## src/rtl/ldrf_pkg.sv

```systemverilog
// Shared types and constants for the line-drop receive FIFO.
// Holds the ring geometry, field widths, mode codes, controller state and command struct.
// No dependencies.
package ldrf_pkg;

	// Ring geometry. The ring holds at most DEPTH-1 bytes.
	localparam int DEPTH  = 128;
	localparam int IDX_W  = $clog2(DEPTH);
	localparam int BYTE_W = 8;
	localparam int FILL_W = 7;

	// The terminator register comes out of reset as a line feed.
	localparam logic [BYTE_W-1:0] TERM_RESET = 8'h0a;

	// Item modes.
	localparam logic MODE_PUSH = 1'b0;
	localparam logic MODE_POP  = 1'b1;

	// Controller states, one-hot.
	typedef enum logic [1:0] {
		ST_IDLE = 2'b01,
		ST_RESP = 2'b10
	} state_t;

	// Commands from the controller to the datapath.
	typedef struct packed {
		logic exec;     // Perform the accepted push or pop.
		logic respond;  // Present the result for one cycle.
	} cmd_t;

endpackage

```

## src/rtl/ldrf_ctrl.sv

```systemverilog
// Controller for the line-drop receive FIFO.
// Sequences one item at a time: execute on acceptance, then one result cycle.
// Depends on ldrf_pkg.
module ldrf_ctrl (
	input  logic          clk,
	input  logic          arst_n,
	input  logic          start,
	output logic          busy,
	output ldrf_pkg::cmd_t cmd
);

	ldrf_pkg::state_t state_q;
	ldrf_pkg::state_t state_d;

	// Next-state logic.
	always_comb begin
		state_d = state_q;
		unique case (state_q)
			ldrf_pkg::ST_IDLE: begin
				if (start) begin
					state_d = ldrf_pkg::ST_RESP;
				end
			end
			ldrf_pkg::ST_RESP: begin
				state_d = ldrf_pkg::ST_IDLE;
			end
			default: begin
				state_d = ldrf_pkg::ST_IDLE;
			end
		endcase
	end

	// State register.
	always_ff @(posedge clk or negedge arst_n) begin
		if (!arst_n) begin
			state_q <= ldrf_pkg::ST_IDLE;
		end else begin
			state_q <= state_d;
		end
	end

	// The block is busy in every state except idle.
	assign busy        = (state_q != ldrf_pkg::ST_IDLE);
	assign cmd.exec    = (state_q == ldrf_pkg::ST_IDLE) && start;
	assign cmd.respond = (state_q == ldrf_pkg::ST_RESP);

endmodule

```

## src/rtl/ldrf_datapath.sv

```systemverilog
// Datapath for the line-drop receive FIFO.
// Holds the byte ring, its indices, the overflow flag, the terminator and the result registers.
// Depends on ldrf_pkg.
module ldrf_datapath (
	input  logic                          clk,
	input  logic                          arst_n,
	input  ldrf_pkg::cmd_t                cmd,
	input  logic                          mode,
	input  logic [ldrf_pkg::BYTE_W-1:0]   rx_byte,
	input  logic                          cfg_wr,
	input  logic [ldrf_pkg::BYTE_W-1:0]   cfg_data,
	output logic                          stored,
	output logic                          in_overflow,
	output logic                          read_valid,
	output logic [ldrf_pkg::BYTE_W-1:0]   read_byte,
	output logic [ldrf_pkg::FILL_W-1:0]   fill_level
);

	localparam logic [ldrf_pkg::IDX_W-1:0] LAST_IDX = ldrf_pkg::IDX_W'(ldrf_pkg::DEPTH - 1);
	localparam logic [ldrf_pkg::IDX_W:0]   DEPTH_W  = (ldrf_pkg::IDX_W+1)'(ldrf_pkg::DEPTH);

	logic [ldrf_pkg::BYTE_W-1:0] mem_q [ldrf_pkg::DEPTH];
	logic [ldrf_pkg::BYTE_W-1:0] rdata_q;
	logic [ldrf_pkg::BYTE_W-1:0] term_q;
	logic [ldrf_pkg::IDX_W-1:0]  wr_idx_q;
	logic [ldrf_pkg::IDX_W-1:0]  rd_idx_q;
	logic                        ovf_q;
	logic                        stored_q;
	logic                        valid_q;

	logic [ldrf_pkg::IDX_W-1:0]  wr_next;
	logic [ldrf_pkg::IDX_W-1:0]  rd_next;
	logic                        full;
	logic                        empty;
	logic                        do_push;
	logic                        do_write;
	logic                        do_pop;
	logic                        ovf_d;
	logic [ldrf_pkg::IDX_W:0]    count;

	// Ring index arithmetic and occupancy.
	assign wr_next = (wr_idx_q == LAST_IDX) ? '0 : wr_idx_q + 1'b1;
	assign rd_next = (rd_idx_q == LAST_IDX) ? '0 : rd_idx_q + 1'b1;
	assign full    = (wr_next == rd_idx_q);
	assign empty   = (wr_idx_q == rd_idx_q);

	// Push policy: once overflowed, only a terminator that finds room is stored.
	always_comb begin
		do_push  = cmd.exec && (mode == ldrf_pkg::MODE_PUSH);
		do_pop   = cmd.exec && (mode == ldrf_pkg::MODE_POP) && !empty;
		do_write = 1'b0;
		ovf_d    = ovf_q;
		if (do_push) begin
			if (!ovf_q) begin
				if (full) begin
					ovf_d = 1'b1;
				end else begin
					do_write = 1'b1;
				end
			end else if ((rx_byte == term_q) && !full) begin
				do_write = 1'b1;
				ovf_d    = 1'b0;
			end
		end
	end

	// Byte ring with a registered read port.
	always_ff @(posedge clk) begin
		if (do_write) begin
			mem_q[wr_idx_q] <= rx_byte;
		end
		if (do_pop) begin
			rdata_q <= mem_q[rd_idx_q];
		end
	end

	// Indices, flag, terminator and result flags.
	always_ff @(posedge clk or negedge arst_n) begin
		if (!arst_n) begin
			wr_idx_q <= '0;
			rd_idx_q <= '0;
			ovf_q    <= 1'b0;
			term_q   <= ldrf_pkg::TERM_RESET;
			stored_q <= 1'b0;
			valid_q  <= 1'b0;
		end else begin
			if (cfg_wr) begin
				term_q <= cfg_data;
			end
			if (cmd.exec) begin
				stored_q <= do_write;
				valid_q  <= do_pop;
				ovf_q    <= ovf_d;
			end
			if (do_write) begin
				wr_idx_q <= wr_next;
			end
			if (do_pop) begin
				rd_idx_q <= rd_next;
			end
		end
	end

	// Occupancy after the last item, shown as its low bits.
	always_comb begin
		if (wr_idx_q >= rd_idx_q) begin
			count = {1'b0, wr_idx_q} - {1'b0, rd_idx_q};
		end else begin
			count = {1'b0, wr_idx_q} + DEPTH_W - {1'b0, rd_idx_q};
		end
	end

	// Result fields are meaningful while the respond command is high.
	assign stored      = stored_q;
	assign in_overflow = ovf_q;
	assign read_valid  = valid_q;
	assign read_byte   = valid_q ? rdata_q : '0;
	assign fill_level  = count[ldrf_pkg::FILL_W-1:0];

endmodule

```

## src/rtl/line_drop_receive_fifo_unit.sv

```systemverilog
// Top level of the line-drop receive FIFO.
// Joins the controller and the datapath; depends on ldrf_pkg, ldrf_ctrl and ldrf_datapath.
//
// Each item is accepted at an edge where start is high and busy is low, the push or pop
// is carried out at that edge against the byte ring, and the result is shown for the
// following cycle with done high, after which busy drops again. The result waits on the
// registered read port of the ring, which delivers a popped byte in the cycle after
// the item is accepted. The result is held for exactly one cycle and the
// receiver cannot stall it, so it must take every transfer marked by done. The ring holds
// at most 127 bytes; a push into a full ring sets the overflow flag, and from then on every
// byte except the terminator is discarded until a terminator finds room. The terminator
// register is always ready and should be written only while the block is idle.
module line_drop_receive_fifo_unit (
	input  logic                          clk,
	input  logic                          arst_n,
	input  logic                          start,
	output logic                          busy,
	input  logic                          mode,
	input  logic [ldrf_pkg::BYTE_W-1:0]   rx_byte,
	input  logic                          cfg_valid,
	output logic                          cfg_ready,
	input  logic [ldrf_pkg::BYTE_W-1:0]   cfg_data,
	output logic                          done,
	output logic                          stored,
	output logic                          in_overflow,
	output logic                          read_valid,
	output logic [ldrf_pkg::BYTE_W-1:0]   read_byte,
	output logic [ldrf_pkg::FILL_W-1:0]   fill_level
);

	ldrf_pkg::cmd_t cmd;

	// Sequencing.
	ldrf_ctrl u_ctrl (
		.clk    (clk),
		.arst_n (arst_n),
		.start  (start),
		.busy   (busy),
		.cmd    (cmd)
	);

	// Ring storage and result registers.
	ldrf_datapath u_datapath (
		.clk         (clk),
		.arst_n      (arst_n),
		.cmd         (cmd),
		.mode        (mode),
		.rx_byte     (rx_byte),
		.cfg_wr      (cfg_valid && cfg_ready),
		.cfg_data    (cfg_data),
		.stored      (stored),
		.in_overflow (in_overflow),
		.read_valid  (read_valid),
		.read_byte   (read_byte),
		.fill_level  (fill_level)
	);

	// A configuration transfer completes in any cycle.
	assign cfg_ready = 1'b1;
	assign done      = cmd.respond;

endmodule
```

## config.mk

```make
export PLATFORM = sky130hd
export DESIGN_NAME = line_drop_receive_fifo_unit
export DESIGN_NICKNAME = d
export VERILOG_FILES = /design/src/rtl/ldrf_pkg.sv /design/src/rtl/ldrf_ctrl.sv /design/src/rtl/ldrf_datapath.sv /design/src/rtl/line_drop_receive_fifo_unit.sv
export SDC_FILE = /design/constraint.sdc
export NUM_CORES = 1
export LEC_CHECK = 0
export ABC_AREA = 1
export BUFFER_PORTS_ARGS = -buffer_cell sky130_fd_sc_hd__clkbuf_2
export CAP_MARGIN = 20
export CELL_PAD_IN_SITES_DETAIL_PLACEMENT = 2
export CELL_PAD_IN_SITES_GLOBAL_PLACEMENT = 2
export CORE_UTILIZATION = 30
export CTS_CLUSTER_SIZE = 8
export DETAILED_ROUTE_END_ITERATION = 6
export PLACE_DENSITY_LB_ADDON = 0.1
export RECOVER_POWER = 50
export SLEW_MARGIN = 20
export SYNTH_ARGS = -nofsm -noshare
export SYNTH_HDL_FRONTEND = slang
export SYNTH_SLANG_ARGS = --single-unit
```

## constraint.sdc

```tcl
create_clock -name clk -period 4.18 [get_ports clk]
set_input_delay 0.209 -clock clk [delete_from_list [all_inputs] [get_ports clk]]
set_output_delay 0.209 -clock clk [all_outputs]
set_load 0.1 [all_outputs]
```

==> run metrics <==
Critical Path Source Type input port; outcome finished with violations; Crit path largest cell delay 2.62 ns; num ports 42; Pre-Repair DR Iteration Count 6; Hold Path Class input port to flop; GRT Total Usage a little over a fifth; crit path max fanout a little under 60; area occupied by multi-input gates 0.0112 mm^2; Clk pin slew, worst setup/hold paths 0.06 ns; pin count of the biggest net entering global routing 139; total negative slack 0 ns; leakage dissipation 20.2 nW; crit-path leading delay family buffers and inverters; Hold Crit Depth 9; WP data required 4.66 ns; syn_area_per_cell 10.4 um^2; drt wl/cell 24.4 um; cts bufs inserted ~150; fill count 16,171; DP Worst Slack 0.708 ns; max_cap viols 14; CP Class input port to flop; R2R Path End u_datapath.mem_q[46][3]; Crit path arrival time 4.29 ns; post_cts resized 0; Final min period 3.81 ns; setup violators final 0; global-route wire length before repair 234 mm; Tcrit/Tclk final 91.2%; worst reg-to-reg path cell count 13; Levels on crit path 4; Initial DRC Count 1,618; residual DRC count 0; # port buffers 40; drt total wl 159 mm; CP endpoint kind flop; total grt overflow 0; worst flop-to-flop path startpoint u_datapath.wr_idx_q[0]; Post-CTS Setup Inserts 0; Area Overhead vs Synth 15.5%; routed via count about 31,000; number of antenna violations at the first check in global routing 4; Max Fclk ~260 MHz; register area 0.0317 mm^2; CTS max path bufs 3; chip width 391 um; area of placed instances a little under 0.05 mm^2; Hold WS 0.310 ns; final HPWL from detailed placement ~95 mm; CTS root buffer clkbuf_16; Ys Warns 0; R2R setup slack roughly 0.72 ns; Worst path most repeated cell buf_6; CP cell instances buf_6 -> clkbuf_1 -> buf_4 -> buf_6; share of layout cells above drive strength 1 6.68%; row cnt 142; Hold Fails Final Rpt 0; max_slew headroom -152%; post-layout util 34.9%; Critical Path Slowest Stage Cell clkbuf_1; worst setup margin 0.366 ns; CTS tree yes; failing checks capacitance limit, slew limit; Critical Path End u_datapath.mem_q[3][2]; final net count 4,478; GPL Wtd Cong 0.781; Post-DRT Antenna Nets 0; vias per cell between 4 and 5; clk_lat worst skew approximately 0.76 ns; Initial Util 30.3%; vias in the first global route 33,955; die area 0.153 mm^2; power per cell area ~650 mW/mm^2; Post-Layout Inst Area 0.0524 mm^2; H-tree Lvls 4; RSZ-0062 raised after global routing no; Max VDD drop 0.000528 V; cell area after synthesis 0.0454 mm^2; clock sinks 1,059; Final Skew 0.0242 ns; Least-Margin Pin Slew roughly 3.8 ns; Gate Count Post-Synth 4,370; sequential share of the synthesized area 69.8%; start point of the critical path rx_byte[2]; syn_nets 4,400; CP bufs+invs 4; die height around 390 um; library cells used by synthesis 33; Core Box Area between 0.1 and 0.15 mm^2; synthesized flop and latch total 1,059; Slew Viols, Final between 700 and 800
sequential cells by signal (all words and copies together) (netlist names):
name / cells
u_datapath.mem_q: 1024
u_datapath.rdata_q: 8
u_datapath.term_q: 8
u_datapath.rd_idx_q: 7
u_datapath.wr_idx_q: 7
u_ctrl.state_q: 2
u_datapath.in_overflow: 1
u_datapath.read_valid: 1
u_datapath.stored: 1
where the power goes:
| part | switching [mW] | internal [mW] | total (mW) |
|---|---|---|---|
| registers | 0.222 | 11.8 | 12.0 |
| logic | 8.33 | 2.68 | 11.0 |
| clock network | 4.54 | 6.70 | 11.2 |
| total | 13.1 | 21.2 | 34.3 |
layer usage:
metal | part of all wire [%] | track usage (%)
met5 | 0 | 0
met4 | 2.4 | 5.87
met3 | 2.9 | 2.87
met2 | 48 | 35.1
met1 | 46 | 28.4
logic make-up (layout without fill, tap and decap cells):
logic type | count (synthesis) | in the layout | synth area share (%)
compound gates | 222 | 222 | 2.46
xor+xnor | 18 | 18 | 0.348
fa+ha+maj | 9 | 9 | 0.265
buf+inv | 638 | 762 | 5.55
flops | 1059 | 1059 | 69.8
mux | 5 | 5 | 0.124
other cells | 1 | 4 | 0.00827
simple gates | 2418 | 2418 | 21.4
synthesized netlist by cell type:
cell type / instances / area [um^2]
a21boi_2: 1 / 11.3
a21oi_1: 19 / 95.1
and3_1: 2 / 12.5
buf_1: 32 / 120
buf_2: 65 / 325
buf_4: 9 / 67.6
buf_6: 1 / 11.3
clkbuf_1: 117 / 439
clkinv_1: 7 / 26.3
conb_1: 1 / 3.75
dfrtp_1: 24 / 601
dfstp_2: 3 / 78.8
edfxtp_1: 1032 / 31000
fa_1: 1 / 20.0
ha_1: 8 / 100
inv_1: 405 / 1520
inv_2: 2 / 7.51
mux2_2: 5 / 56.3
nand2_1: 1338 / 5020
nand2_2: 2 / 12.5
nand3_1: 445 / 2230
nand3_2: 2 / 20.0
nand3_4: 1 / 17.5
nand3b_1: 6 / 45.0
nand4_1: 3 / 18.8
nor2_1: 606 / 2270
nor2_2: 1 / 6.26
nor3_1: 8 / 40.0
nor4_1: 1 / 6.26
o21ai_0: 202 / 1010
or2_2: 3 / 18.8
xnor2_1: 8 / 70.1
xor2_1: 10 / 87.6
worst min path at each step:
stage,from,end,slack (ns)
2_1_floorplan,arst_n,u_ctrl.state_q[1],-0.09
4_1_cts,arst_n,u_datapath.read_valid,0.1
3_3_place_gp,arst_n,u_ctrl.state_q[1],0.37
6_report,rx_byte[2],u_datapath.wr_idx_q[2],0.31
5_1_grt,rx_byte[2],u_datapath.wr_idx_q[3],0.32
3_5_place_dp,arst_n,u_ctrl.state_q[1],0.38
final cells by class:
| class | count | share of cell area [%] |
|---|---|---|
| timing repair buffer | 149 | 2.37 |
| multi-input combinational | 2673 | 21.4 |
| tap | 2016 | 4.81 |
| clock buffer | 190 | 7.75 |
| antenna | 3 | 0.0143 |
| sequential | 1059 | 60.5 |
| clock inverter | 9 | 0.191 |
| inverter | 414 | 3.00 |
worst register-to-register path: cells and delay by family (launching register included):
| family | cells | cell delay [ns] |
|---|---|---|
| AND/OR/NAND/NOR | 10 | 1.84 |
| buffers and inverters | 2 | 0.47 |
| adder cells (fa/ha/maj) | 1 | 0.26 |
| flip-flops | 1 | 0.50 |
layout by cell type (no fill, tap or decap), types with 6 or more instances in the layout:
| master | count |
|---|---|
| xor2_1 | 10 |
| nand2_1 | 1338 |
| xnor2_1 | 8 |
| inv_1 | 404 |
| buf_4 | 51 |
| o21ai_0 | 202 |
| nand3b_1 | 6 |
| nand3_2 | 8 |
| edfxtp_1 | 1032 |
| nand3_1 | 439 |
| nor2_1 | 603 |
| clkbuf_2 | 30 |
| clkbuf_1 | 54 |
| a21oi_1 | 19 |
| buf_12 | 16 |
| nor3_1 | 8 |
| dlygate4sd3_1 | 26 |
| clkbuf_16 | 157 |
| dfrtp_1 | 21 |
| ha_1 | 8 |
| clkinv_1 | 6 |
repair_timing:
| item | CTS | global route |
|---|---|---|
| hold endpoints to repair | 121 | 0 |
| hold buffers | 26 | 0 |
| endpoints found under the setup margin | 0 | 0 |
stage by stage:
stage	total power, mW	std cells
after floorplan	18.8	4370
after global placement	23.4	6284
after detailed placement	23.5	6284
after CTS	34.9	6509
after global routing	36.1	6510
final	34.3	6513
(Power assumes the default switching activity.)
